===== config.mk =====
export PLATFORM = sky130hd
export DESIGN_NAME = plc_table
export DESIGN_NICKNAME = d
export VERILOG_FILES = /design/src/sv/plc_pkg.sv /design/src/sv/plc_table.sv
export SDC_FILE = /design/constraint.sdc
export NUM_CORES = 2
export LEC_CHECK = 0
export BUFFER_PORTS_ARGS = -buffer_cell sky130_fd_sc_hd__buf_2
export CAP_MARGIN = 20
export CORE_MARGIN = 2
export CORE_UTILIZATION = 41
export DETAILED_ROUTE_END_ITERATION = 10
export GPL_TIMING_DRIVEN = 1
export PLACE_DENSITY_LB_ADDON = 0.25
export SLEW_MARGIN = 20
export SYNTH_ARGS = -nofsm -noshare
export SYNTH_HDL_FRONTEND = slang
export SYNTH_SLANG_ARGS = --single-unit

===== constraint.sdc =====
create_clock -name clk -period 6.15 [get_ports clk]
set_input_delay 0.615 -clock clk [delete_from_list [all_inputs] [get_ports clk]]
set_output_delay 0.615 -clock clk [all_outputs]
set_load 0.05 [all_outputs]

===== src/sv/plc_pkg.sv =====
// Shared types and constants for the piecewise-linear calibration block.
// Used by plc_table, plc_div and piecewise_linear_calibration; no dependencies.
package plc_pkg;

  localparam int TableDepth = 64;
  localparam int IdxW = $clog2(TableDepth);
  localparam int ValW = 24;
  localparam int NumW = 50;
  localparam int SpanW = 26;
  localparam int CountW = 7;

  localparam logic [0:0] OpWrite = 1'b0;
  localparam logic [0:0] OpCorrect = 1'b1;

  localparam logic [0:0] RegPointCount = 1'b0;
  localparam logic [0:0] RegUseCorrection = 1'b1;

  localparam logic signed [ValW-1:0] ValMax = 24'sh7FFFFF;
  localparam logic signed [ValW-1:0] ValMin = -24'sh800000;

  typedef enum logic [3:0] {
    ST_IDLE,
    ST_RD0,
    ST_RD1,
    ST_CMP,
    ST_MUL,
    ST_DIVGO,
    ST_DIVWAIT,
    ST_SUM,
    ST_OUT,
    ST_PASS
  } state_t;

  typedef struct packed {
    logic start;
    logic busy;
    logic done;
  } div_ctl_t;

endpackage


===== src/sv/plc_table.sv =====
// Calibration table: one synchronous memory holding set and measured pairs.
// Depends on plc_pkg. One write port, one read port, registered read data.
module plc_table (
  input  logic clk,
  input  logic wr_en,
  input  logic [plc_pkg::IdxW-1:0] wr_addr,
  input  logic signed [plc_pkg::ValW-1:0] wr_set,
  input  logic signed [plc_pkg::ValW-1:0] wr_meas,
  input  logic [plc_pkg::IdxW-1:0] rd_addr,
  output logic signed [plc_pkg::ValW-1:0] rd_set,
  output logic signed [plc_pkg::ValW-1:0] rd_meas
);

  logic [2*plc_pkg::ValW-1:0] mem [plc_pkg::TableDepth];
  logic [2*plc_pkg::ValW-1:0] rd_word;

  always_ff @(posedge clk) begin
    if (wr_en) begin
      mem[wr_addr] <= {wr_set, wr_meas};
    end
    rd_word <= mem[rd_addr];
  end

  assign rd_set = $signed(rd_word[2*plc_pkg::ValW-1:plc_pkg::ValW]);
  assign rd_meas = $signed(rd_word[plc_pkg::ValW-1:0]);

endmodule


Word-level counts from Yosys, hierarchy flattened
Memories as Yosys holds them, arrays and structs flattened. A register that Yosys moved wholly into a read port is not among the register bits. Cells that the tools add are included.

Bits in writable memories: 3072. Input port bits: 62. Memories kept: 1. Flip-flop bits (word level): 0. Output and inout bits: 48.

Memory list: mem (depth 64, bits a word 48, rd ports 1, clocked after memory_dff 1, wr ports 1, RTL line plc_table.sv:14) `logic [2*plc_pkg::ValW-1:0] mem [plc_pkg::TableDepth];`.

Multiplexer cells: 2.

Operators with widths (number): 2-to-1 mux 1 bit (2).

Longest topological paths before layout
Depth in word-level cells: 2. Gate-level depth with buffers: 9. Gate-level depth less buffers: 5.

Worst setup path before layout
OpenSTA, ideal clock, no wires.

Path type: input-to-reg. Start: input port wr_addr[3] (netlist bit). End: memory mem[48][0] (netlist bit), enable pin. Slack: 1250 ps. Data required time: 5637 ps. Library setup time: 513 ps. Stages: 4. Arrival: 4387 ps. Cell sequence: clkbuf_1 nor2b_1 nand4b_1 nor3_1.

RTL lines: from (decl) (RTL line plc_table.sv:6) `input logic [plc_pkg::IdxW-1:0] wr_addr,`; to (decl) (RTL line plc_table.sv:14).

Straight into the memory's write port.

==> out/qor.csv <==
metric;value;unit
p_comb_frac;0.051;
required;6.82;ns
hold_start;wr_meas[2];
htree_num_levels;5;
layout_setup_ws;3.00;ns
gp_congestion;0.793;
dieWidth;538;um
synth_top_cells_by_area;edfxtp_1, mux4_2, dfxtp_1;
clock_sinks;3120;
max_cap_violations;0;
tritoncts;yes;
synthXorXnorAreaFrac;0;
busiest_layer;met2;
start_util;0.411;
synth-main-ff-cell;edfxtp_1;
async_reset_ff_frac;0;
synth.top_cell.area_share;0.788;
hold_end;mem[25][2]$_DFFE_PP_;
grt_max_degree;118;
p_sw;9510;uW
postCtsSetupRepairBufs;0;
synth_fa_ha_area_frac;0;
p_int;34700;uW
grtUsageMet2;0.355;
r2r-start;mem[11][34]$_DFFE_PP_;
routedWlPerCell;34.6;um
dpl_worst_slack;2.11;ns
grt_pass1_wl;448000;um
rrSetupSlack;3.73;ns
end_kind;flop;
synth-simple-area-share;0.00957;
period_needed;3.15;ns
ys_warn_count;0;
nFillCells;23138;
cts-buffers-inserted;316;
met3_usage;0.0359;
use_met1;0.313;
clk_path_buf_depth;4;
worst_r2r_path_depth;4;
final_util;0.468;
drc;0;
synth-edff-count;3072;
wirelength;322000;um
die-area;290000;um^2
slowest_delay;0.89;ns
path_common_cell;a221oi_1;
cts_hold_buf;0;
grt_pass1_vias;56696;
grt_usage;0.219;
power.density;332;nW/um^2
cp_cell_sequence;buf_8 -> buf_12 -> nor2b_4 -> buf_4 -> a22o_1 -> a221oi_1 -> a221oi_1;
synth_top_family_by_area;multiplexers;
overflow;0;
synth_cell_type_count;36;
slowest_stage;a221oi_1;
synthTopCellsByCount;edfxtp_1, mux4_2, nor2_1, o22ai_1;
avgSynthCellArea;23.6;um^2
setup_viol;0;
hold_viol;0;
total_power;44200;uW
p_sw_frac;0.215;
ctsResizeCount;0;
critPathLaunchType;primary input;
io_pins;110;
period_share;0.511;
syn_inst;4970;
clkPwrFrac;0.413;
nets;5370;
vdd_drop_max;0.000208;V
drtIter0Drc;7452;
crit_arrival;3.81;ns
worstPathMaxFanout;82;
syn_nets;5032;
detail_route.vias_per_cell;6.04;
clockRootBuffer;clkbuf_16;
slew_headroom;0.216;
drive_gt1_frac;0.284;
holdPathStages;1;
rsz0062_at_grt;no;
ant_nets;0;
finalClockSkew;0.0411;ns
power.leakage;0.0410;uW
die_y;538;um
path_class;primary input to flop;
ys_seq_area_frac;0.796;
final.setup.tns;0;ns
worstSkewPairLatency;0.86;ns
slew_viol_final;0;
num_vias;56255;
io_buffers;109;
areaGrowthSynthToFinish;13.7;%
syn_area;117000;um^2
antenna_found_initial;29;
hp-class;primary input to flop;
max_freq;318;MHz
ys_seq_elements;3120;
num_rows;196;
core;285000;um^2
status;completed;
tightestPinTransition;1.18;ns
p_seq_frac;0.535;
timing.rr.end;rd_word[34]$_DFF_P_;
synth_most_common_cell;edfxtp_1;
synthMuxAreaShare;0.152;
clk_pin_slew;0.06;ns
synth_top_cell_by_area;edfxtp_1;
drtPass1Iterations;6;
dp_hpwl;180000;um
synth_compound_area_frac;0.0302;
==> state kept, by name, indices dropped and copies added (netlist names) <==
register	flops
mem	3072
rd_word	48
==> worst max path at each step <==
stage	slack (ns)	to	cells after the start	from
6_report	3.00	rd_word[34]$_DFF_P_	7	rd_addr[2]
5_1_grt	2.90	rd_word[34]$_DFF_P_	6	rd_addr[0]
4_1_cts	3.02	rd_word[40]$_DFF_P_	6	rd_addr[2]
3_5_place_dp	2.11	rd_word[40]$_DFF_P_	6	rd_addr[2]
3_3_place_gp	1.86	rd_word[41]$_DFF_P_	6	rd_addr[0]
2_1_floorplan	1.25	mem[48][0]$_DFFE_PP_	4	wr_addr[3]
==> layer usage <==
metal,wire (um),vias to the layer above
li1,-,22194
met1,133000,31076
met2,156000,2540
met3,25600,441
met4,8050,4
met5,21,-
==> worst max-delay path: cells and delay by family <==
kind | cells | cell delay (ns)
AOI/OAI and AO/OA | 3 | 1.41
buffers and inverters | 3 | 1.20
and+or+nand+nor | 1 | 0.09
==> logic make-up (layout without fill, tap and decap cells) <==
group / count (synthesis) / count (layout)
flops: 3120 / 3120
compound gates: 486 / 486
simple gates: 253 / 253
other cells: 0 / 6
buf+inv: 282 / 859
mux: 829 / 829
==> cell usage in the layout (no fill, tap or decap), types with 64 or more instances in the layout <==
| cell type | n |
|---|---|
| nor2_4 | 64 |
| mux4_2 | 754 |
| edfxtp_1 | 3072 |
| o22ai_1 | 122 |
| buf_4 | 179 |
| clkbuf_16 | 324 |
| a21oi_1 | 74 |
| clkbuf_1 | 91 |
| a22oi_1 | 72 |
| buf_2 | 79 |
| nor2_1 | 68 |
| a221oi_1 | 82 |
==> power groups by stage <==
| stage | combinational, uW | sequential (uW) | clock (uW) |
|---|---|---|---|
| CTS | 2290 | 23700 | 18600 |
| detailed placement | 2290 | 24100 | 0 |
| finish | 2270 | 23700 | 18300 |
| global placement | 2260 | 24100 | 0 |
| floorplan | 1120 | 24200 | 0 |
| global route | 2400 | 23700 | 19300 |
==> per-stage QoR <==
stage               std cells  hold slack [ns]  cell area, um^2
floorplan                4970            0.710           117000
global placement         8744            0.808           123000
detailed placement       8749            0.811           123000
CTS                      9306            0.230           133000
global route             9311            0.126           133000
finish                   9315            0.157           133000
==> area by class of cell <==
class | count | area [um^2] | area share
Clock buffer | 431 | 8670 | 0.0651
Antenna cell | 6 | 15.0 | 0.000113
Timing Repair Buffer | 302 | 2610 | 0.0196
Sequential cell | 3120 | 93200 | 0.700
Clock inverter | 126 | 982 | 0.00738
Tap cell | 3762 | 4710 | 0.0354
Multi-Input combinational cell | 1568 | 23000 | 0.172
Note: power is estimated with default switching activity, not from simulation.
