==> src/sv/plc_pkg.sv <==
// Shared types and constants for the piecewise-linear calibration block.
// Used by plc_table, plc_div and piecewise_linear_calibration; no dependencies.
package plc_pkg;

  localparam int TableDepth = 64;
  localparam int IdxW = $clog2(TableDepth);
  localparam int ValW = 24;
  localparam int NumW = 50;
  localparam int SpanW = 26;
  localparam int CountW = 7;

  localparam logic [0:0] OpWrite = 1'b0;
  localparam logic [0:0] OpCorrect = 1'b1;

  localparam logic [0:0] RegPointCount = 1'b0;
  localparam logic [0:0] RegUseCorrection = 1'b1;

  localparam logic signed [ValW-1:0] ValMax = 24'sh7FFFFF;
  localparam logic signed [ValW-1:0] ValMin = -24'sh800000;

  typedef enum logic [3:0] {
    ST_IDLE,
    ST_RD0,
    ST_RD1,
    ST_CMP,
    ST_MUL,
    ST_DIVGO,
    ST_DIVWAIT,
    ST_SUM,
    ST_OUT,
    ST_PASS
  } state_t;

  typedef struct packed {
    logic start;
    logic busy;
    logic done;
  } div_ctl_t;

endpackage

==> src/sv/plc_div.sv <==
// Restoring signed divider, one quotient bit per cycle, truncating to zero.
// Depends on plc_pkg. Divisor is strictly positive when started.
module plc_div (
  input  logic clk,
  input  logic rst,
  input  logic start,
  input  logic signed [plc_pkg::NumW-1:0] num,
  input  logic [plc_pkg::SpanW-1:0] den,
  output plc_pkg::div_ctl_t ctl,
  output logic signed [plc_pkg::NumW-1:0] quot
);

  localparam int CntW = $clog2(plc_pkg::NumW + 1);

  logic [plc_pkg::NumW-1:0] q;
  logic [plc_pkg::SpanW:0] rem;
  logic [plc_pkg::SpanW-1:0] dv;
  logic neg;
  logic [CntW-1:0] cnt;
  logic running;
  logic done;
  logic [plc_pkg::SpanW:0] trial;
  logic [plc_pkg::SpanW:0] diff;

  assign trial = {rem[plc_pkg::SpanW-1:0], q[plc_pkg::NumW-1]};
  assign diff = trial - {1'b0, dv};

  always_ff @(posedge clk) begin
    if (rst) begin
      running <= 1'b0;
      done <= 1'b0;
      cnt <= '0;
    end else begin
      done <= 1'b0;
      if (start) begin
        running <= 1'b1;
        cnt <= CntW'(plc_pkg::NumW);
      end else if (running) begin
        cnt <= cnt - 1'b1;
        if (cnt == CntW'(1)) begin
          running <= 1'b0;
          done <= 1'b1;
        end
      end
    end
  end

  always_ff @(posedge clk) begin
    if (start) begin
      neg <= num[plc_pkg::NumW-1];
      q <= num[plc_pkg::NumW-1] ? -num : num;
      rem <= '0;
      dv <= den;
    end else if (running) begin
      if (!diff[plc_pkg::SpanW]) begin
        rem <= diff;
        q <= {q[plc_pkg::NumW-2:0], 1'b1};
      end else begin
        rem <= trial;
        q <= {q[plc_pkg::NumW-2:0], 1'b0};
      end
    end
  end

  assign quot = neg ? -$signed(q) : $signed(q);
  assign ctl.start = start;
  assign ctl.busy = running;
  assign ctl.done = done;

endmodule
==> config.mk <==
export PLATFORM = sky130hd
export DESIGN_NAME = plc_div
export DESIGN_NICKNAME = d
export VERILOG_FILES = /design/src/sv/plc_pkg.sv /design/src/sv/plc_div.sv
export SDC_FILE = /design/constraint.sdc
export NUM_CORES = 1
export LEC_CHECK = 0
export ABC_AREA = 0
export BUFFER_PORTS_ARGS = -buffer_cell sky130_fd_sc_hd__buf_4
export CAP_MARGIN = 20
export CORE_MARGIN = 4
export CORE_UTILIZATION = 31
export CTS_BUF_LIST = sky130_fd_sc_hd__clkbuf_16
export DETAILED_ROUTE_END_ITERATION = 16
export SETUP_SLACK_MARGIN = 0.02
export SYNTH_ARGS = -nofsm -noshare
export SYNTH_HDL_FRONTEND = slang
export SYNTH_SLANG_ARGS = --single-unit
==> constraint.sdc <==
create_clock -name clk -period 3.1 [get_ports clk]
set_clock_uncertainty 0.1 [all_clocks]
set_input_delay 0.31 -clock clk [delete_from_list [all_inputs] [get_ports clk]]
set_output_delay 0.31 -clock clk [all_outputs]
set_load 0.005 [all_outputs]
After elaboration in Yosys (flattened, before gate mapping) --
Index checks and enable logic that the tools add are counted.
Operators by class: $add $sub $neg 4, multipliers 0, divide/modulo/power cells 0, magnitude comparators 0, eq/ne operators 1, shift operators 0, multiplexer cells 12, bitwise gates (word level) 1, reduce and logical (&&, ||, !) cells 3
Operators by type and width (count):
- two-way mux 50 bit | 4
- negator 50 bit | 2
- subtractor 27 x 26 -> 27 bit | 1
- two-way mux 26 bit | 1
- two-way mux 6 bit | 2
- equality test 6 x 1 -> 1 bit, second input constant | 1
- subtractor 6 x 1 -> 6 bit, second input constant | 1
- two-way mux 1 bit | 5
- OR reduction 3 bit | 1
- nonzero test 2 bit | 1
- OR reduction 2 bit | 1
- inverter 1 bit | 1
Word-level totals: bits in registers 111, bits in latches 0, RAM bits 0, bits in read-only memories 0, bits of input ports 79, output and inout bits 53, word-level logic and storage cells 29, memories 0

Logic depth before layout (Yosys ltp) --
word-level depth 4, gate-level depth with buffers 13, mapped depth without buffers 12

Worst setup path after synthesis --
OpenSTA, ideal clock, no wires.
path type register to register, start register q[49] in the netlist's numbering, end register rem[14] in the netlist's numbering, library setup time 137 ps, data arrival time 3056 ps, required time 2863 ps, setup slack -194 ps, cell stages (with the launch flop) 14, path buffers 1, clock period less this slack 3294 ps, cells stage by stage edfxtp_1 -> inv_1 -> ha_1 -> inv_1 -> fa_1 -> a211oi_1 -> o21bai_1 -> o21ai_0 -> a21oi_1 -> or4_1 -> o211ai_1 -> buf_2 -> mux2i_1 -> a211oi_1
Between the ends: word-level cells in the longest chain between the ends 2
RTL lines:
- start: declaration | line plc_div.sv:15 | logic [plc_pkg::NumW-1:0] q;
- start signal: assignment | line plc_div.sv:51 | q <= num[plc_pkg::NumW-1] ? -num : num;
- start signal: assignment | line plc_div.sv:57 | q <= {q[plc_pkg::NumW-2:0], 1'b1};
- start signal: assignment | line plc_div.sv:60 | q <= {q[plc_pkg::NumW-2:0], 1'b0};
- subtractor 27 x 26 -> 27 bit | line plc_div.sv:26 | assign diff = trial - {1'b0, dv};
- two-way mux 26 bit | line plc_div.sv:55 | if (!diff[plc_pkg::SpanW]) begin
- end signal: assignment | line plc_div.sv:56 | rem <= diff;
- end signal: assignment | line plc_div.sv:59 | rem <= trial;
- end: declaration | line plc_div.sv:16 | logic [plc_pkg::SpanW:0] rem;
No other way between the ends. A chain may end at the register's enable or synchronous reset.

Worst setup path after layout --
start register q[49] in the netlist's numbering, end register rem[0] in the netlist's numbering
Between the ends: word-level cells in the longest chain between the ends 2
RTL lines (line):
- subtractor 27 x 26 -> 27 bit | plc_div.sv:26
- two-way mux 26 bit * | plc_div.sv:55
Mark *: on every way between the ends. The rest lies on a longest branch, timed or not.

==> run summary <==
Outcome: complete, but fails checks
Failing checks: negative setup slack
Final net count: 1195
WP depth: 13
Hold WS: 0.0284 ns
Die Span Y: 168 um
Core area: 25200 um2
Setup CP Type: flip-flop to flip-flop
Vias in the first global route: 6829
Rows: 58
Die width: 168 um
Final Cycle Share: 103%
Final WS setup: -0.0957 ns
Critical path buffer and inverter count: 3
CP delay by family, top: compound AO/OA/AOI/OAI gates
Critical Path RT: 3.27 ns
R2R setup slack: -0.1 ns
Initial antenna violation count: 1
TritonCTS clock tree: built
Initial Util: 31.6%
Max-cap viol count: 0
Setup Viol. Count Final: 17
H-tree Lvls: 3
Worst-path maximum fanout: 4
Slew margin rel.: 40.0%
Total CTS buffers: 9
Post-synthesis cell count: 900
# DRC: 0
Peak VDD IR: 0.226 mV
Post-synthesis sequential area ratio: 37.6%
Post-synth EDFFs: 77
Post-Place Cells: 1386
Final min period: 3.20 ns
Mapped Nets: 1010
Number of port buffers: 131
Critical path arrival: 3.36 ns
First-pass GRT wire length: 35.0 mm
RSZ-0062 raised after global routing: true
Finished Core Util: 41.4%
Count of cell types in the netlist: 59
Post-Layout Cell Count: 1420
Max Root-Sink Buffers: 2
Initial drt markers: 501
Root Buffer Master: clkbuf_16
DRT Pass-1 Iters: 5
CP max stage delay: 0.44 ns
Mapped Area: 7960 um2
Highest clock rate: 313 MHz
GRT Total Usage: 15.0%
Clock slew at reported path FFs: 0.08 ns
Flops & latches, synth: 111
Worst r2r path cells: 13
Worst-Skew Late Latency: 0.35 ns
Synth-to-layout area growth: 30.9%
Lkg Pwr: 4.15 nW
Dominant synthesized flop cell: edfxtp_1
Mapped Avg Cell Area: 8.84 um2
Warnings, synthesis: 0
Startpoint types: flip-flop
Grt total ovfl: 0
Ant diodes: 0
Pin slew with the least headroom to its limit: 0.899 ns
Hold path depth: 1
Vias: 7259
Final Max Slew Viols: 0
Final instance area: 10400 um2
Via/cell ratio: 5.11
Routed WL per cell: 15.6 um
Fraction of registers with async set/reset: 0%
Critical-path cell list: inv_2 -> ha_4 -> inv_2 -> fa_2 -> a211oi_2 -> o21bai_1 -> o21ai_2 -> a21oi_2 -> or4_1 -> o211ai_1 -> buf_4 -> mux2_4 -> a211oi_2
Total length of routed wires: 22.1 mm
Min-Delay Path Class: input pin to flip-flop
Placed Instance Area: 9710 um2
Hold Fails Final Rpt: 0
DP Wirelength: 16.6 mm
Layout cells sized above 1: 27.7%
Pwr per Cell Area: 419 nW/um2
DRT antenna net count: 0
CTS sink cnt: 111
Die area: 28300 um2
Largest net degree at the start of global routing: 118
Slowest-stage cell, CP: edfxtp_1
Routability cong.: 0.854
Num ports: 132
Worst setup EP type: flip-flop
Power Total: 0.00437 W
==> worst reg2reg max path, cell delays in order, from the launching register on <==
cell	delay [ns]
edfxtp_1	0.44
inv_2	0.11
ha_4	0.14
inv_2	0.03
fa_2	0.35
a211oi_2	0.18
o21bai_1	0.11
o21ai_2	0.18
a21oi_2	0.08
or4_1	0.40
o211ai_1	0.30
buf_4	0.22
mux2_4	0.31
a211oi_2	0.17
==> logic make-up after synthesis <==
logic type	share of synthesized area (%)
fa+ha+maj	4.97
mux	2.81
compound gates	19.0
buf+inv	4.42
flops	37.6
xor+xnor	13.0
simple gates	18.2
==> cells in the final DEF, fill, tap and decap left out, drive strengths merged, types with 9 or more instances in the layout <==
cell,instances
dfxtp,34
buf,218
nor2,92
nand2,81
a21oi,71
nor3,19
nand2b,9
mux2i,19
a211oi,19
or3,21
clkbuf,9
xnor2,58
a21o,10
nand3,20
or4,18
o31ai,30
inv,45
ha,30
o41ai,14
xor2,60
edfxtp,77
o21ai,54
==> worst paths after layout <==
check / from / endpoint
setup / recovery: q[49]$_DFFE_PP_ / rem[0]$_SDFFE_PP0P_
hold / removal: den[18] / dv[18]$_DFFE_PP_
setup reg to reg: q[49]$_DFFE_PP_ / rem[0]$_SDFFE_PP0P_
hold reg to reg: rem[7]$_SDFFE_PP0P_ / rem[7]$_SDFFE_PP0P_
==> flip-flops by register name, indices dropped and copies added (netlist names) <==
| register | flops |
|---|---|
| q | 50 |
| neg | 1 |
| cnt | 6 |
| done | 1 |
| dv | 26 |
| running | 1 |
| rem | 26 |
==> power breakdown <==
part	leakage [nW]	switching (W)	total [W]	internal (W)
sequential	1.03	0.000133	0.00188	0.00175
combinational	2.98	0.000703	0.00141	0.000709
clock	0.137	0.000538	0.00107	0.000536
total	4.15	0.00137	0.00437	0.00299
==> area by class of cell <==
class                           instances  area (um2)
Timing Repair Buffer                  218        1700
Multi-Input combinational cell        703        4900
Sequential cell                       111        2990
Clock buffer                            9         225
Tap cell                              330         413
Inverter                               42         158
Clock inverter                          7        33.8
Fill cell                            2539       14800
==> metrics by stage <==
stage,TNS (ns),worst slack (ns)
global placement,-2.32,-0.193
finish,-0.451,-0.0957
detailed placement,-2.72,-0.214
CTS,-1.37,-0.109
floorplan,0,0.0717
global route,-5.97,-0.268
==> synthesized netlist by cell type (5+ instances only) <==
| cell | count | share of area, % |
|---|---|---|
| nor4_1 | 7 | 0.55 |
| o21ai_0 | 54 | 3.4 |
| or4_4 | 5 | 0.71 |
| or3_1 | 19 | 1.5 |
| nand3_1 | 20 | 1.3 |
| nand2b_1 | 9 | 0.71 |
| nor2_1 | 92 | 4.3 |
| ha_1 | 30 | 4.7 |
| a21oi_1 | 71 | 4.5 |
| buf_1 | 6 | 0.28 |
| clkbuf_1 | 30 | 1.4 |
| inv_1 | 42 | 2.0 |
| a21o_1 | 10 | 0.94 |
| nand2_1 | 81 | 3.8 |
| xor2_1 | 60 | 6.6 |
| edfxtp_1 | 77 | 29 |
| o41ai_1 | 11 | 1.2 |
| dfxtp_1 | 34 | 8.6 |
| o221ai_1 | 5 | 0.55 |
| nor3_1 | 19 | 1.2 |
| xnor2_1 | 58 | 6.4 |
| o31ai_1 | 30 | 2.8 |
| nand4_1 | 6 | 0.47 |
| mux2i_1 | 19 | 2.4 |
| a211oi_1 | 19 | 1.8 |
| nor2b_1 | 5 | 0.39 |
| or4_1 | 13 | 1.2 |
| or2_2 | 7 | 0.55 |
| a31oi_1 | 5 | 0.39 |
==> metal layers <==
| layer | up-vias | share of wire, % | GRT usage (%) |
|---|---|---|---|
| met4 | 2 | 1.3 | 3.49 |
| met1 | 3368 | 47 | 21.2 |
| met5 | - | 0.077 | 0 |
| li1 | 3644 | - | - |
| met3 | 22 | 6.4 | 2.86 |
| met2 | 223 | 46 | 24.0 |
==> what timing repair did <==
item	4_1_cts	5_1_grt
gates cloned	0	1
setup endpoints to repair	36	47
hold buffers	0	0
buffers inserted	8	8
pin swaps	13	22
resized for setup	30	46
Note: power is estimated with default switching activity, not from simulation.
